File: config.mk
export PLATFORM = sky130hd
export DESIGN_NAME = heater_temperature_pid
export DESIGN_NICKNAME = d
export VERILOG_FILES = /design/src/rtl/htpid_pkg.sv /design/src/rtl/htpid_dp.sv /design/src/rtl/htpid_ctrl.sv /design/src/rtl/heater_temperature_pid.sv
export SDC_FILE = /design/constraint.sdc
export NUM_CORES = 2
export LEC_CHECK = 0
export BUFFER_PORTS_ARGS = -buffer_cell sky130_fd_sc_hd__buf_4
export CAP_MARGIN = 40
export CORE_MARGIN = 10
export CORE_UTILIZATION = 60
export DETAILED_ROUTE_END_ITERATION = 10
export GPL_TIMING_DRIVEN = 0
export PLACE_DENSITY_LB_ADDON = 0.3
export SKIP_LAST_GASP = 1
export SLEW_MARGIN = 20
export SYNTH_ARGS = -nofsm -noshare
export SYNTH_HDL_FRONTEND = slang
export SYNTH_SLANG_ARGS = --single-unit
export TNS_END_PERCENT = 30
File: constraint.sdc
create_clock -name clk -period 12.4 [get_ports clk]
set_input_delay 0 -clock clk [delete_from_list [all_inputs] [get_ports clk]]
set_output_delay 0 -clock clk [all_outputs]
set_load 0.05 [all_outputs]
File: src/rtl/htpid_pkg.sv
// ----------------------------------------------------------------------------
// htpid_pkg
// Shared widths, constants and controller/datapath interface types for the
// heater temperature PID block.
// ----------------------------------------------------------------------------
package htpid_pkg;

  // Control runs on each CONTROL_DIVIDE-th present item whose sample is valid.
  localparam int unsigned CONTROL_DIVIDE = 10;
  // PWM counter reload value; the compare value is scaled from the duty.
  localparam int unsigned PWM_LOAD = 1000;

  localparam int unsigned COUNT_W    = 4;
  localparam int unsigned CFG_IDX_W  = 3;
  localparam int unsigned CFG_DATA_W = 16;

  // Temperature limits, signed Q8.8.
  localparam logic signed [15:0] T_MIN      = -16'sd5120;
  localparam logic signed [15:0] T_READ_MAX = 16'sd25600;
  localparam logic signed [15:0] T_SAFE_MAX = 16'sd21760;

  // Integral clamp, signed Q7.8.
  localparam logic signed [14:0] I_LIMIT     = 15'sd5120;
  localparam logic signed [14:0] I_LIMIT_NEG = -15'sd5120;

  localparam logic [9:0] DUTY_FULL = 10'd1000;

  // Reciprocal of ten for a 14-bit numerator, taken with a 16-bit shift.
  localparam int unsigned DIV10_RECIP = (2 ** 16 + 9) / 10;

  // The compare value needs (duty * PWM_LOAD + 500) / 1000. The load splits
  // into a multiple of 1000 and a remainder; the remainder part is divided
  // by 8 and then by 125 through a reciprocal with a 24-bit shift.
  localparam int unsigned PWM_QUOT   = PWM_LOAD / 1000;
  localparam int unsigned PWM_REM    = PWM_LOAD % 1000;
  localparam int unsigned CMP_RECIP  = (2 ** 24 + 124) / 125;

  // Configuration register indexes.
  typedef enum logic [CFG_IDX_W-1:0] {
    REG_SETPOINT     = 3'd0,
    REG_GAIN_P       = 3'd1,
    REG_GAIN_I       = 3'd2,
    REG_GAIN_D       = 3'd3,
    REG_FAST_BAND    = 3'd4,
    REG_FILTER_ALPHA = 3'd5,
    REG_READY_TOL    = 3'd6
  } cfg_reg_t;

  // Commands from the controller to the datapath.
  typedef struct packed {
    logic capture;
    logic filt_upd;
    logic err_calc;
    logic pid_eval;
    logic pid_mul_i;
    logic pid_mul_d;
    logic pid_add_d;
    logic duty_calc;
    logic cmp_calc;
    logic out_load;
  } cmd_t;

  // Status from the datapath to the controller.
  typedef struct packed {
    logic run_pid;
    logic pid_done;
    logic p_only;
  } status_t;

endpackage

File: src/rtl/htpid_dp.sv
// ----------------------------------------------------------------------------
// htpid_dp
// Datapath: configuration registers, input capture, low-pass filter, PID
// state with a shared multiplier, duty and PWM compare, result registers.
// ----------------------------------------------------------------------------
module htpid_dp import htpid_pkg::*; (
  input  logic                  clk,
  input  logic                  rst,
  input  cmd_t                  cmd,
  output status_t               status,
  input  logic signed [15:0]    temp_sample,
  input  logic                  sensor_present,
  input  logic                  read_ok,
  input  logic                  cfg_write,
  input  logic [CFG_IDX_W-1:0]  cfg_index,
  input  logic [CFG_DATA_W-1:0] cfg_data,
  output logic [9:0]            duty_permille,
  output logic [9:0]            compare_value,
  output logic                  drive_enabled,
  output logic                  temp_valid,
  output logic signed [15:0]    filtered_temp,
  output logic                  filter_loaded,
  output logic                  control_ran,
  output logic                  ready_res
);

  localparam logic [COUNT_W-1:0] CDIV = COUNT_W'(CONTROL_DIVIDE);

  // Configuration registers.
  logic [14:0] setpoint;
  logic [15:0] gain_p;
  logic [15:0] gain_i;
  logic [15:0] gain_d;
  logic [12:0] fast_band;
  logic [15:0] filter_alpha;
  logic [12:0] ready_tolerance;

  // Captured item.
  logic signed [15:0] smp;
  logic               present;
  logic               rd_ok;

  // Controller-visible state.
  logic signed [23:0]        filter_value;
  logic                      filter_valid_flag;
  logic signed [13:0]        integral_sum;
  logic signed [16:0]        previous_error;
  logic [COUNT_W-1:0]        control_count;
  logic [9:0]                duty_hold;
  logic                      run_pid;
  logic                      p_only;

  // Working registers.
  logic signed [41:0] prod;
  logic signed [41:0] acc;
  logic signed [16:0] e_reg;
  logic signed [21:0] de10;
  logic [16:0]        cmp_base;
  logic [16:0]        cmp_y;
  logic               ready_flag;

  // Combinational terms.
  logic               smp_valid;
  logic               smp_hot;
  logic signed [24:0] smp_scaled;
  logic signed [24:0] filt_diff;
  logic signed [41:0] prod_floor;
  logic signed [23:0] fv_upd;
  logic signed [15:0] filt;
  logic [COUNT_W-1:0] count_inc;
  logic               slot;
  logic signed [17:0] e_full;
  logic signed [16:0] band_pos;
  logic signed [16:0] band_neg;
  logic               cutoff;
  logic               band_hi;
  logic               band_lo;
  logic               prev_pos;
  logic [16:0]        e_mag;
  logic [13:0]        div10_num;
  logic [26:0]        div10_prod;
  logic [10:0]        div10_q;
  logic signed [14:0] inc;
  logic signed [13:0] integ_base;
  logic signed [14:0] integ_sum;
  logic signed [13:0] integ_next;
  logic signed [17:0] de;
  logic signed [21:0] de_ext;
  logic signed [21:0] de10_next;
  logic signed [45:0] acc_ext;
  logic signed [45:0] acc_scaled;
  logic signed [45:0] duty_raw;
  logic [19:0]        cmp_num;
  logic [34:0]        cmp_prod;
  logic [17:0]        cmp_total;
  logic [17:0]        cmp_diff;
  logic [15:0]        mul_a;
  logic signed [24:0] mul_b;

  // Configuration writes.
  always_ff @(posedge clk) begin
    if (rst) begin
      setpoint        <= 15'd12800;
      gain_p          <= 16'd8192;
      gain_i          <= 16'd128;
      gain_d          <= 16'd3584;
      fast_band       <= 13'd768;
      filter_alpha    <= 16'd7864;
      ready_tolerance <= 13'd256;
    end else if (cfg_write) begin
      case (cfg_reg_t'(cfg_index))
        REG_SETPOINT:     setpoint        <= cfg_data[14:0];
        REG_GAIN_P:       gain_p          <= cfg_data;
        REG_GAIN_I:       gain_i          <= cfg_data;
        REG_GAIN_D:       gain_d          <= cfg_data;
        REG_FAST_BAND:    fast_band       <= cfg_data[12:0];
        REG_FILTER_ALPHA: filter_alpha    <= cfg_data;
        REG_READY_TOL:    ready_tolerance <= cfg_data[12:0];
        default: ;
      endcase
    end
  end

  // Sample checks and the filter step.
  assign smp_valid  = present && rd_ok && (smp > T_MIN) && (smp < T_READ_MAX);
  assign smp_hot    = smp >= T_SAFE_MAX;
  assign smp_scaled = {smp[15], smp, 8'h00};
  assign filt_diff  = smp_scaled - {filter_value[23], filter_value};
  assign prod_floor = prod >>> 16;
  assign fv_upd     = filter_value + prod_floor[23:0];
  assign filt       = filter_value[23:8];

  // Control slot counter.
  assign count_inc = control_count + 1'b1;
  assign slot      = count_inc >= CDIV;

  // Error and band tests.
  assign e_full   = $signed({3'b000, setpoint}) - $signed({{2{filt[15]}}, filt});
  assign band_pos = $signed({4'b0000, fast_band});
  assign band_neg = -band_pos;
  assign cutoff   = (filt <= T_MIN) || (filt >= T_SAFE_MAX);
  assign band_hi  = e_reg > band_pos;
  assign band_lo  = e_reg < band_neg;
  assign prev_pos = previous_error > 17'sd0;
  assign e_mag    = e_reg[16] ? 17'(-e_reg) : e_reg;

  // Integral increment: error over ten, rounded half away from zero.
  assign div10_num  = {1'b0, e_mag[12:0]} + 14'd5;
  assign div10_prod = 27'(div10_num) * 27'(DIV10_RECIP);
  assign div10_q    = div10_prod[26:16];
  assign inc        = e_reg[16] ? -$signed({4'b0000, div10_q}) : $signed({4'b0000, div10_q});
  assign integ_base = (e_reg <= 17'sd0 && prev_pos) ? 14'sd0 : integral_sum;
  assign integ_sum  = $signed({integ_base[13], integ_base}) + inc;

  always_comb begin
    if (integ_sum > I_LIMIT) begin
      integ_next = I_LIMIT[13:0];
    end else if (integ_sum < I_LIMIT_NEG) begin
      integ_next = I_LIMIT_NEG[13:0];
    end else begin
      integ_next = integ_sum[13:0];
    end
  end

  // Derivative term, ten times the error change.
  assign de        = $signed({e_reg[16], e_reg}) - $signed({previous_error[16], previous_error});
  assign de_ext    = {{4{de[17]}}, de};
  assign de10_next = (de_ext <<< 3) + (de_ext <<< 1);

  // Duty from the PID sum: (sum * 10 + 0.5) in Q.16.
  assign acc_ext    = {{4{acc[41]}}, acc};
  assign acc_scaled = (acc_ext <<< 3) + (acc_ext <<< 1) + 46'sd32768;
  assign duty_raw   = acc_scaled >>> 16;

  // PWM compare from the duty.
  assign cmp_num   = 20'(duty_hold) * 20'(PWM_REM) + 20'd500;
  assign cmp_prod  = 35'(cmp_y) * 35'(CMP_RECIP);
  assign cmp_total = 18'(cmp_base) + 18'(cmp_prod[34:24]);
  assign cmp_diff  = 18'(PWM_LOAD) - cmp_total;

  // Shared multiplier operand selection.
  always_comb begin
    mul_a = filter_alpha;
    mul_b = filt_diff;
    if (cmd.pid_eval) begin
      mul_a = gain_p;
      mul_b = {{8{e_reg[16]}}, e_reg};
    end else if (cmd.pid_mul_i) begin
      mul_a = gain_i;
      mul_b = {{11{integral_sum[13]}}, integral_sum};
    end else if (cmd.pid_mul_d) begin
      mul_a = gain_d;
      mul_b = {{3{de10[21]}}, de10};
    end
  end

  assign status.run_pid  = run_pid;
  assign status.pid_done = cutoff || band_hi;
  assign status.p_only   = p_only;

  // Filter, PID and duty state.
  always_ff @(posedge clk) begin
    if (rst) begin
      filter_value      <= '0;
      filter_valid_flag <= 1'b0;
      integral_sum      <= '0;
      previous_error    <= '0;
      control_count     <= '0;
      duty_hold         <= '0;
      run_pid           <= 1'b0;
      p_only            <= 1'b0;
    end else begin
      if (cmd.filt_upd) begin
        if (smp_valid) begin
          if (!filter_valid_flag) begin
            filter_value      <= smp_scaled[23:0];
            filter_valid_flag <= 1'b1;
          end else begin
            filter_value <= fv_upd;
          end
        end else begin
          filter_valid_flag <= 1'b0;
        end
        run_pid <= 1'b0;
        if (!present) begin
          integral_sum   <= '0;
          previous_error <= '0;
          duty_hold      <= '0;
        end else begin
          if (!smp_valid || smp_hot) begin
            integral_sum   <= '0;
            previous_error <= '0;
            duty_hold      <= '0;
          end
          if (slot) begin
            control_count <= '0;
            run_pid       <= smp_valid;
          end else begin
            control_count <= count_inc;
          end
        end
      end

      if (cmd.pid_eval) begin
        if (cutoff) begin
          integral_sum   <= '0;
          previous_error <= '0;
          duty_hold      <= '0;
        end else if (band_hi) begin
          integral_sum   <= '0;
          previous_error <= '0;
          duty_hold      <= DUTY_FULL;
        end else if (band_lo) begin
          if (prev_pos) begin
            integral_sum <= '0;
          end
          previous_error <= e_reg;
          p_only         <= 1'b1;
        end else begin
          integral_sum   <= integ_next;
          previous_error <= e_reg;
          p_only         <= 1'b0;
        end
      end

      if (cmd.duty_calc) begin
        if (acc <= 42'sd0) begin
          duty_hold <= '0;
        end else if (duty_raw > $signed(46'(DUTY_FULL))) begin
          duty_hold <= DUTY_FULL;
        end else begin
          duty_hold <= duty_raw[9:0];
        end
      end
    end
  end

  // Working registers and result registers.
  always_ff @(posedge clk) begin
    prod <= $signed({1'b0, mul_a}) * mul_b;
    if (cmd.capture) begin
      smp     <= temp_sample;
      present <= sensor_present;
      rd_ok   <= read_ok;
    end
    if (cmd.err_calc) begin
      e_reg <= e_full[16:0];
    end
    if (cmd.pid_eval) begin
      de10 <= de10_next;
    end
    if (cmd.pid_mul_i) begin
      acc <= prod;
    end
    if (cmd.pid_mul_d || cmd.pid_add_d) begin
      acc <= acc + prod;
    end
    if (cmd.cmp_calc) begin
      cmp_base   <= 17'(duty_hold) * 17'(PWM_QUOT);
      cmp_y      <= cmp_num[19:3];
      ready_flag <= smp_valid && filter_valid_flag && (e_mag < {4'b0000, ready_tolerance});
    end
    if (cmd.out_load) begin
      duty_permille <= duty_hold;
      compare_value <= cmp_diff[9:0];
      drive_enabled <= duty_hold != 10'd0;
      temp_valid    <= smp_valid;
      filtered_temp <= filt;
      filter_loaded <= filter_valid_flag;
      control_ran   <= run_pid;
      ready_res     <= ready_flag;
    end
  end

`ifndef SYNTHESIS
  a_duty_range: assert property (@(posedge clk) disable iff (rst)
    duty_hold <= DUTY_FULL)
    else $error("Held duty exceeds full scale.");

  a_integral_clamp: assert property (@(posedge clk) disable iff (rst)
    ($signed({integral_sum[13], integral_sum}) <= I_LIMIT) &&
    ($signed({integral_sum[13], integral_sum}) >= I_LIMIT_NEG))
    else $error("Integral sum outside its clamp.");

  a_count_range: assert property (@(posedge clk) disable iff (rst)
    control_count < CDIV)
    else $error("Control slot counter past its divide value.");
`endif

endmodule

File: src/rtl/htpid_ctrl.sv
// ----------------------------------------------------------------------------
// htpid_ctrl
// Controller: sequences one item through the datapath and owns the input
// and output handshakes.
// ----------------------------------------------------------------------------
module htpid_ctrl import htpid_pkg::*; (
  input  logic    clk,
  input  logic    rst,
  input  logic    in_valid,
  output logic    in_ready,
  output logic    out_valid,
  input  logic    out_ready,
  input  status_t status,
  output cmd_t    cmd
);

  typedef enum logic [10:0] {
    S_IDLE = 11'b000_0000_0001,
    S_FMUL = 11'b000_0000_0010,
    S_FUPD = 11'b000_0000_0100,
    S_ERR  = 11'b000_0000_1000,
    S_PID0 = 11'b000_0001_0000,
    S_PID1 = 11'b000_0010_0000,
    S_PID2 = 11'b000_0100_0000,
    S_PID3 = 11'b000_1000_0000,
    S_DUTY = 11'b001_0000_0000,
    S_CMP  = 11'b010_0000_0000,
    S_OUT  = 11'b100_0000_0000
  } state_t;

  state_t state;
  state_t state_next;

  assign in_ready = (state == S_IDLE);

  // Next state and command decode.
  always_comb begin
    state_next = state;
    cmd        = '0;
    case (state)
      S_IDLE: begin
        if (in_valid) begin
          cmd.capture = 1'b1;
          state_next  = S_FMUL;
        end
      end
      S_FMUL: begin
        state_next = S_FUPD;
      end
      S_FUPD: begin
        cmd.filt_upd = 1'b1;
        state_next   = S_ERR;
      end
      S_ERR: begin
        cmd.err_calc = 1'b1;
        state_next   = status.run_pid ? S_PID0 : S_CMP;
      end
      S_PID0: begin
        cmd.pid_eval = 1'b1;
        state_next   = status.pid_done ? S_CMP : S_PID1;
      end
      S_PID1: begin
        cmd.pid_mul_i = 1'b1;
        state_next    = status.p_only ? S_DUTY : S_PID2;
      end
      S_PID2: begin
        cmd.pid_mul_d = 1'b1;
        state_next    = S_PID3;
      end
      S_PID3: begin
        cmd.pid_add_d = 1'b1;
        state_next    = S_DUTY;
      end
      S_DUTY: begin
        cmd.duty_calc = 1'b1;
        state_next    = S_CMP;
      end
      S_CMP: begin
        cmd.cmp_calc = 1'b1;
        state_next   = S_OUT;
      end
      S_OUT: begin
        if (!out_valid || out_ready) begin
          cmd.out_load = 1'b1;
          state_next   = S_IDLE;
        end
      end
      default: begin
        state_next = S_IDLE;
      end
    endcase
  end

  always_ff @(posedge clk) begin
    if (rst) begin
      state <= S_IDLE;
    end else begin
      state <= state_next;
    end
  end

  // Result register occupancy.
  always_ff @(posedge clk) begin
    if (rst) begin
      out_valid <= 1'b0;
    end else if (cmd.out_load) begin
      out_valid <= 1'b1;
    end else if (out_ready) begin
      out_valid <= 1'b0;
    end
  end

`ifndef SYNTHESIS
  a_load_space: assert property (@(posedge clk) disable iff (rst)
    cmd.out_load |-> (!out_valid || out_ready))
    else $error("Result register overwritten before its item was taken.");
`endif

endmodule

File: src/rtl/heater_temperature_pid.sv
// ----------------------------------------------------------------------------
// heater_temperature_pid
// Each item runs capture, filter and error steps; on a control slot the PID
// step follows, ending early at cutoff or above the band, else going on to
// the gain products and the duty. Throughput: one item at a time, set by
// the controller sequence around the shared multiplier; a result left
// waiting holds the next item in its output step. Synchronous reset loads
// the default gains and clears the filter, PID state, counter and duty.
// ----------------------------------------------------------------------------
module heater_temperature_pid import htpid_pkg::*; (
  input  logic                  clk,
  input  logic                  rst,
  input  logic                  in_valid,
  output logic                  in_ready,
  input  logic signed [15:0]    temp_sample,
  input  logic                  sensor_present,
  input  logic                  read_ok,
  output logic                  out_valid,
  input  logic                  out_ready,
  output logic [9:0]            duty_permille,
  output logic [9:0]            compare_value,
  output logic                  drive_enabled,
  output logic                  temp_valid,
  output logic signed [15:0]    filtered_temp,
  output logic                  filter_loaded,
  output logic                  control_ran,
  output logic                  ready_res,
  input  logic                  cfg_write,
  input  logic [CFG_IDX_W-1:0]  cfg_index,
  input  logic [CFG_DATA_W-1:0] cfg_data
);

  cmd_t    cmd;
  status_t status;

  // Sequencer for one item at a time.
  htpid_ctrl u_ctrl (
    .clk       (clk),
    .rst       (rst),
    .in_valid  (in_valid),
    .in_ready  (in_ready),
    .out_valid (out_valid),
    .out_ready (out_ready),
    .status    (status),
    .cmd       (cmd)
  );

  // Filter, PID arithmetic and result registers.
  htpid_dp u_dp (
    .clk            (clk),
    .rst            (rst),
    .cmd            (cmd),
    .status         (status),
    .temp_sample    (temp_sample),
    .sensor_present (sensor_present),
    .read_ok        (read_ok),
    .cfg_write      (cfg_write),
    .cfg_index      (cfg_index),
    .cfg_data       (cfg_data),
    .duty_permille  (duty_permille),
    .compare_value  (compare_value),
    .drive_enabled  (drive_enabled),
    .temp_valid     (temp_valid),
    .filtered_temp  (filtered_temp),
    .filter_loaded  (filter_loaded),
    .control_ran    (control_ran),
    .ready_res      (ready_res)
  );

endmodule
; ---- Yosys cells after proc, flatten, opt, wreduce, memory -nomap -nowiden
; Index checks and enable logic that the tools add are counted.
[totals]
regBits = 382
in_bits = 42
output_inout_bits = 43
[op_classes]
addsub = 15
multipliers = 2
order_cmp = 15
n_eq_ne = 20
n_mux = 62
n_bitwise = 2
n_reduce_logical = 30
[ops]
columns = operator, n
row1 = 14-bit two-way mux, 11
row2 = 11-bit one-hot mux with 11 select lines, 1
row3 = 17-bit two-way mux, 7
row4 = 10-bit two-way mux, 11
row5 = 42-bit two-way mux, 2
row6 = 25-bit two-way mux, 3
row7 = 16-bit two-way mux, 3
row8 = 45-bit by 43-bit adder with 46-bit output, 1
row9 = "46-bit by 17-bit adder with 46-bit output, second input constant", 1
row10 = 42-bit adder, 1
row11 = "42-bit by 1-bit <= comparator with 1-bit output, second input constant", 1
row12 = 17-bit by 25-bit multiplier with 42-bit output, 1
row13 = "16-bit >= comparator, second input constant", 2
row14 = "30-bit by 11-bit greater-than comparator with 1-bit output, second input constant", 1
row15 = "14-bit by 12-bit multiplier with 26-bit output, second input constant", 1
row16 = 24-bit by 24-bit subtractor with 25-bit output, 1
row17 = 24-bit adder, 1
row18 = 24-bit two-way mux, 1
row19 = 21-bit by 19-bit adder with 22-bit output, 1
row20 = 11-bit two-way mux, 2
row21 = 2-bit AND reduction, 11
row22 = 1-bit two-way mux, 18
row23 = 17-bit by 17-bit subtractor with 18-bit output, 1
row24 = "17-bit by 1-bit greater-than comparator with 1-bit output, second input constant", 1
row25 = 46 further kinds, 62

; ---- Logic depth before layout (Yosys ltp)
[logic_depth]
word_depth = 14
depth_mapped = 46
ltp_nobuf = 45

; ---- Cells and area by module
; From an unflattened synthesis, not the netlist that was laid out.
[unflattened]
cells_unflattened = 4994
area_unflattened_um2 = 43340.3
[by_module_without_submodules]
columns = mod, n_inst, cells_each, area_per_inst_um2, seq_area_each_um2
row1 = htpid_dp, 1, 4914, 42643.4, 8888.5
row2 = htpid_ctrl, 1, 80, 696.9, 240.2

; ---- Least setup slack after synthesis
; No wires, ideal clock.
[synth_path]
path_type = flip-flop to flip-flop
from = reg u_ctrl.state[1]
to = reg u_dp.prod[39]
setup_ns = 0.072
arrival_time_ns = 9.370
slack_ns = 2.958
stages_incl_launch_ff = 35
path_buffers = 3
synth_period_minus_slack_ns = 9.442
cell_sequence = dfxtp_1 > nor2_1 > nand3b_1 > or4_1 > nor3b_1 > clkbuf_1 > clkbuf_1 > buf_2 > a21oi_1 > a21oi_1 > nand2_1 > fa_1 > inv_1 > fa_1 > inv_1 > fa_1 > inv_1 > fa_1 > inv_1 > fa_1 > inv_1 > fa_1 > ha_1 > and3_1 > and3_1 > a22o_1 > a31o_2 > and3_1 > o41a_1 > a21oi_1 > o21bai_1 > a2111oi_0 > o22ai_1 > o41ai_1 > xnor2_1
[synth_between]
elab_chain_len = 6
word_cells_on_any_way = 13
cone_classes = mul (1) / eq/ne (3) / mux (9)
[synth_rtl]
columns = item, line
row1 = start: declaration, htpid_ctrl.sv:31  ; state_t state;
row2 = start signal: assignment, htpid_ctrl.sv:98  ; state <= state_next;
row3 = 11-bit by 7-bit equality test with 1-bit output, htpid_ctrl.sv:40  ; case (state)
row4 = 1-bit two-way mux, htpid_ctrl.sv:40
row5 = 16-bit two-way mux / 25-bit two-way mux (equally long branches), htpid_dp.sv:191  ; end else if (cmd.pid_mul_d) begin
row6 = 16-bit two-way mux / 25-bit two-way mux (equally long branches), htpid_dp.sv:188  ; end else if (cmd.pid_mul_i) begin
row7 = 16-bit two-way mux / 25-bit two-way mux (equally long branches), htpid_dp.sv:185  ; if (cmd.pid_eval) begin
row8 = 17-bit by 25-bit multiplier with 42-bit output (*), htpid_dp.sv:280  ; prod <= $signed({1'b0, mul_a}) * mul_b;
row9 = end signal: assignment, htpid_dp.sv:280
row10 = end: declaration, htpid_dp.sv:54  ; logic signed [41:0] prod;
; Mark *: on every way between the ends. The rest lies on a longest branch, timed or not.
; A chain may end at the register's enable or synchronous reset.

; ---- Worst setup path after layout
[layout_path]
from = reg u_ctrl.state[6]
to = reg u_dp.prod[39]
; Same word-level chain as after synthesis.

==> results.cfg <==
[synthesis]
syn-num-nets = 5820
ys_seq_area_frac = 0.215
synth_top_area_cell = fa_1
avgSynthCellArea_sq_um = 8.73
synth_area_sq_um = 42500
synth_top_flop_cell = dfxtp_1
synth_top_area_share = 0.209
synth-seq-cells = 381
synth_common_cells = 671 x inv_1, 669 x nand2_1, 471 x ha_1
synth.distinct_cells = 95
synth.most_common_cell = inv_1
postSynth.asyncResetShare = 0
synth_edf_count = 150
ys_top_cells_by_area = fa_1 21%, ha_1 14%, dfxtp_1 11%
ys.warnings.count = 0
synthCells = 4863

[sta]
maxSlewViolCount = 0
min_period_ps = 11870
fin_crit_sh = 0.957
worst_slack_ps = 533
fmax_ghz = 0.0843
relSlewSlack = 0.369
holdWs_ps = 48.9
hold_violations = 0
finClkSkew_ps = 38.3
worst_pin_slew_ps = 923
finalSetupViolations = 0
rsz0062_at_grt = no

[worst_setup_path]
critical_path_required_ps = 12900
crit_top_cell = fa_1
start_kind = register
arrival_ps = 12370
worstRegToRegCells = 36
slowest_stage = a21oi_1
critPathMaxFanout = 10
crit_type = register to register
rrSetupSlack_ps = 530
worstSetupEndpointType = register
slowest_delay_ps = 630

[grt]
gr-max-usage-layer = met2
grt_antenna_before_repair = 3
grt_overflow = 0
grt_usage = 0.306
grt_max_degree = 31
use_met1 = 0.397
grt_pass1_wl_microns = 198000
grt_pass1_vias = 36100
grt_use_met2 = 0.484
grt_use_met3 = 0.0549

[route]
vias_per_cell = 6.00
wl_microns = 125000
wire_per_inst_microns = 20.8
drt_iter0_drc = 3642
route.detailed.drc = 0
drtAntennaViolNets = 0
vias = 36200
drt_pass1_iterations = 6

[die]
io_pins = 85
die-area_sq_um = 81800
initial_utilization = 0.605
die_h_microns = 286
fp-row-count = 97
core_sq_um = 70100
die_x_microns = 286

[min_path]
hp-class = primary input to register
worstHoldPathCells = 4

[cells_and_area]
drive_above_1_share = 0.0461
layout.nets = 6024
synthToLayoutAreaGrowth_pct = 9.12
top_regs = u_dp.acc (42), u_dp.prod (42), u_dp.filter_value (24)
final_cells = 6038
final_core_util = 0.661

[place]
hpwlAfterDp_microns = 102000
post-place-ws_ps = 786
globalplace.congestion = 1.02
numPortBuffers = 84
dpl.cell_count = 5918

[clock_tree]
clockRootBuffer = clkbuf_16
numCtsBuffers = 39
cts_tree = built
cts_max_level = 2
cts_sinks = 381
clockBufferDepth = 3
clkTransAtPathRegs_ps = 60
clk_latency_ps = 590

[pwr]
switchingPower_mw = 5.88
clkPwrFrac = 0.099
total_power_mw = 12.0
irDropWorstVdd_v = 0.000582
pwr-share-comb = 0.762
p_seq_frac = 0.138
cell_internal_pwr_mw = 6.10
leakagePower_nw = 20.9
powerDensity_nw_per_um2 = 259
switching_share = 0.491

[job]
maxCapViolCount = 0

[outcome]
status = complete, no violations
-- cells by family after synthesis --
group / synth area share
compound gates: 0.143
simple gates: 0.166
xor+xnor: 0.0491
buf+inv: 0.0727
mux: 0.00554
fa+ha+maj: 0.348
flops: 0.215
-- cell type report --
cell class	instances	area, sq um
antenna	1	2.50
tap	940	1180
buffer	147	562
inverter	673	2530
multi-input combinational	3662	30300
clock inverter	17	131
fill	5825	23800
clock buffer	54	1150
sequential	381	9130
timing repair buffer	163	1370
-- layer usage --
layer	vias up	wire, microns
met3	388	11600
met1	17400	49900
li1	16700	-
met2	1730	56200
met4	4	7780
met5	-	21
-- critical path: cells and delay by family, from the launching register on --
kind / cells / cell delay [ps]
simple gates: 9 / 2400
flops: 1 / 350
buf+inv: 10 / 2370
compound gates: 9 / 3020
fa+ha+maj: 7 / 3420
xor+xnor: 1 / 180
-- per-stage QoR --
step | cell area (sq um) | setup TNS, ps
after floorplan | 42500 | 0
after global placement | 44300 | -544
after detailed placement | 44600 | 0
after CTS | 46300 | 0
after global routing | 46300 | 0
final | 46300 | 0
-- power groups by stage --
stage | logic, mW | registers [mW] | clock network, mW
4_1_cts | 9.02 | 1.65 | 1.20
6_report | 9.14 | 1.66 | 1.19
5_1_grt | 10.2 | 1.65 | 1.25
2_1_floorplan | 6.82 | 1.60 | 0
3_5_place_dp | 8.94 | 1.67 | 0
3_3_place_gp | 8.69 | 1.67 | 0
-- final timing paths --
path / startpoint / endpoint
max: u_ctrl.state[6] / u_dp.prod[39]
min: rst / u_dp.duty_hold[9]
max reg2reg: u_ctrl.state[6] / u_dp.prod[39]
min reg2reg: u_dp.ready_flag / u_dp.ready_res
-- cells in the final DEF, fill, tap and decap left out, types with 73 or more instances in the layout --
cell type  instances
buf_4            103
nor2b_1          112
edfxtp_1         150
o21ai_0          144
nand3_1           73
nand2_1          668
inv_1            671
a21oi_1          340
ha_1             471
fa_1             444
nor2_1           329
clkbuf_1         143
xor2_1            86
a21o_1            83
dfxtp_1          231
xnor2_1          147
-- what timing repair did --
item	CTS	global route
buffers inserted	0	0
hold buffers	44	0
endpoints found under the hold margin	126	0
resized for setup	0	0
Power figures use the tool's default switching activity.
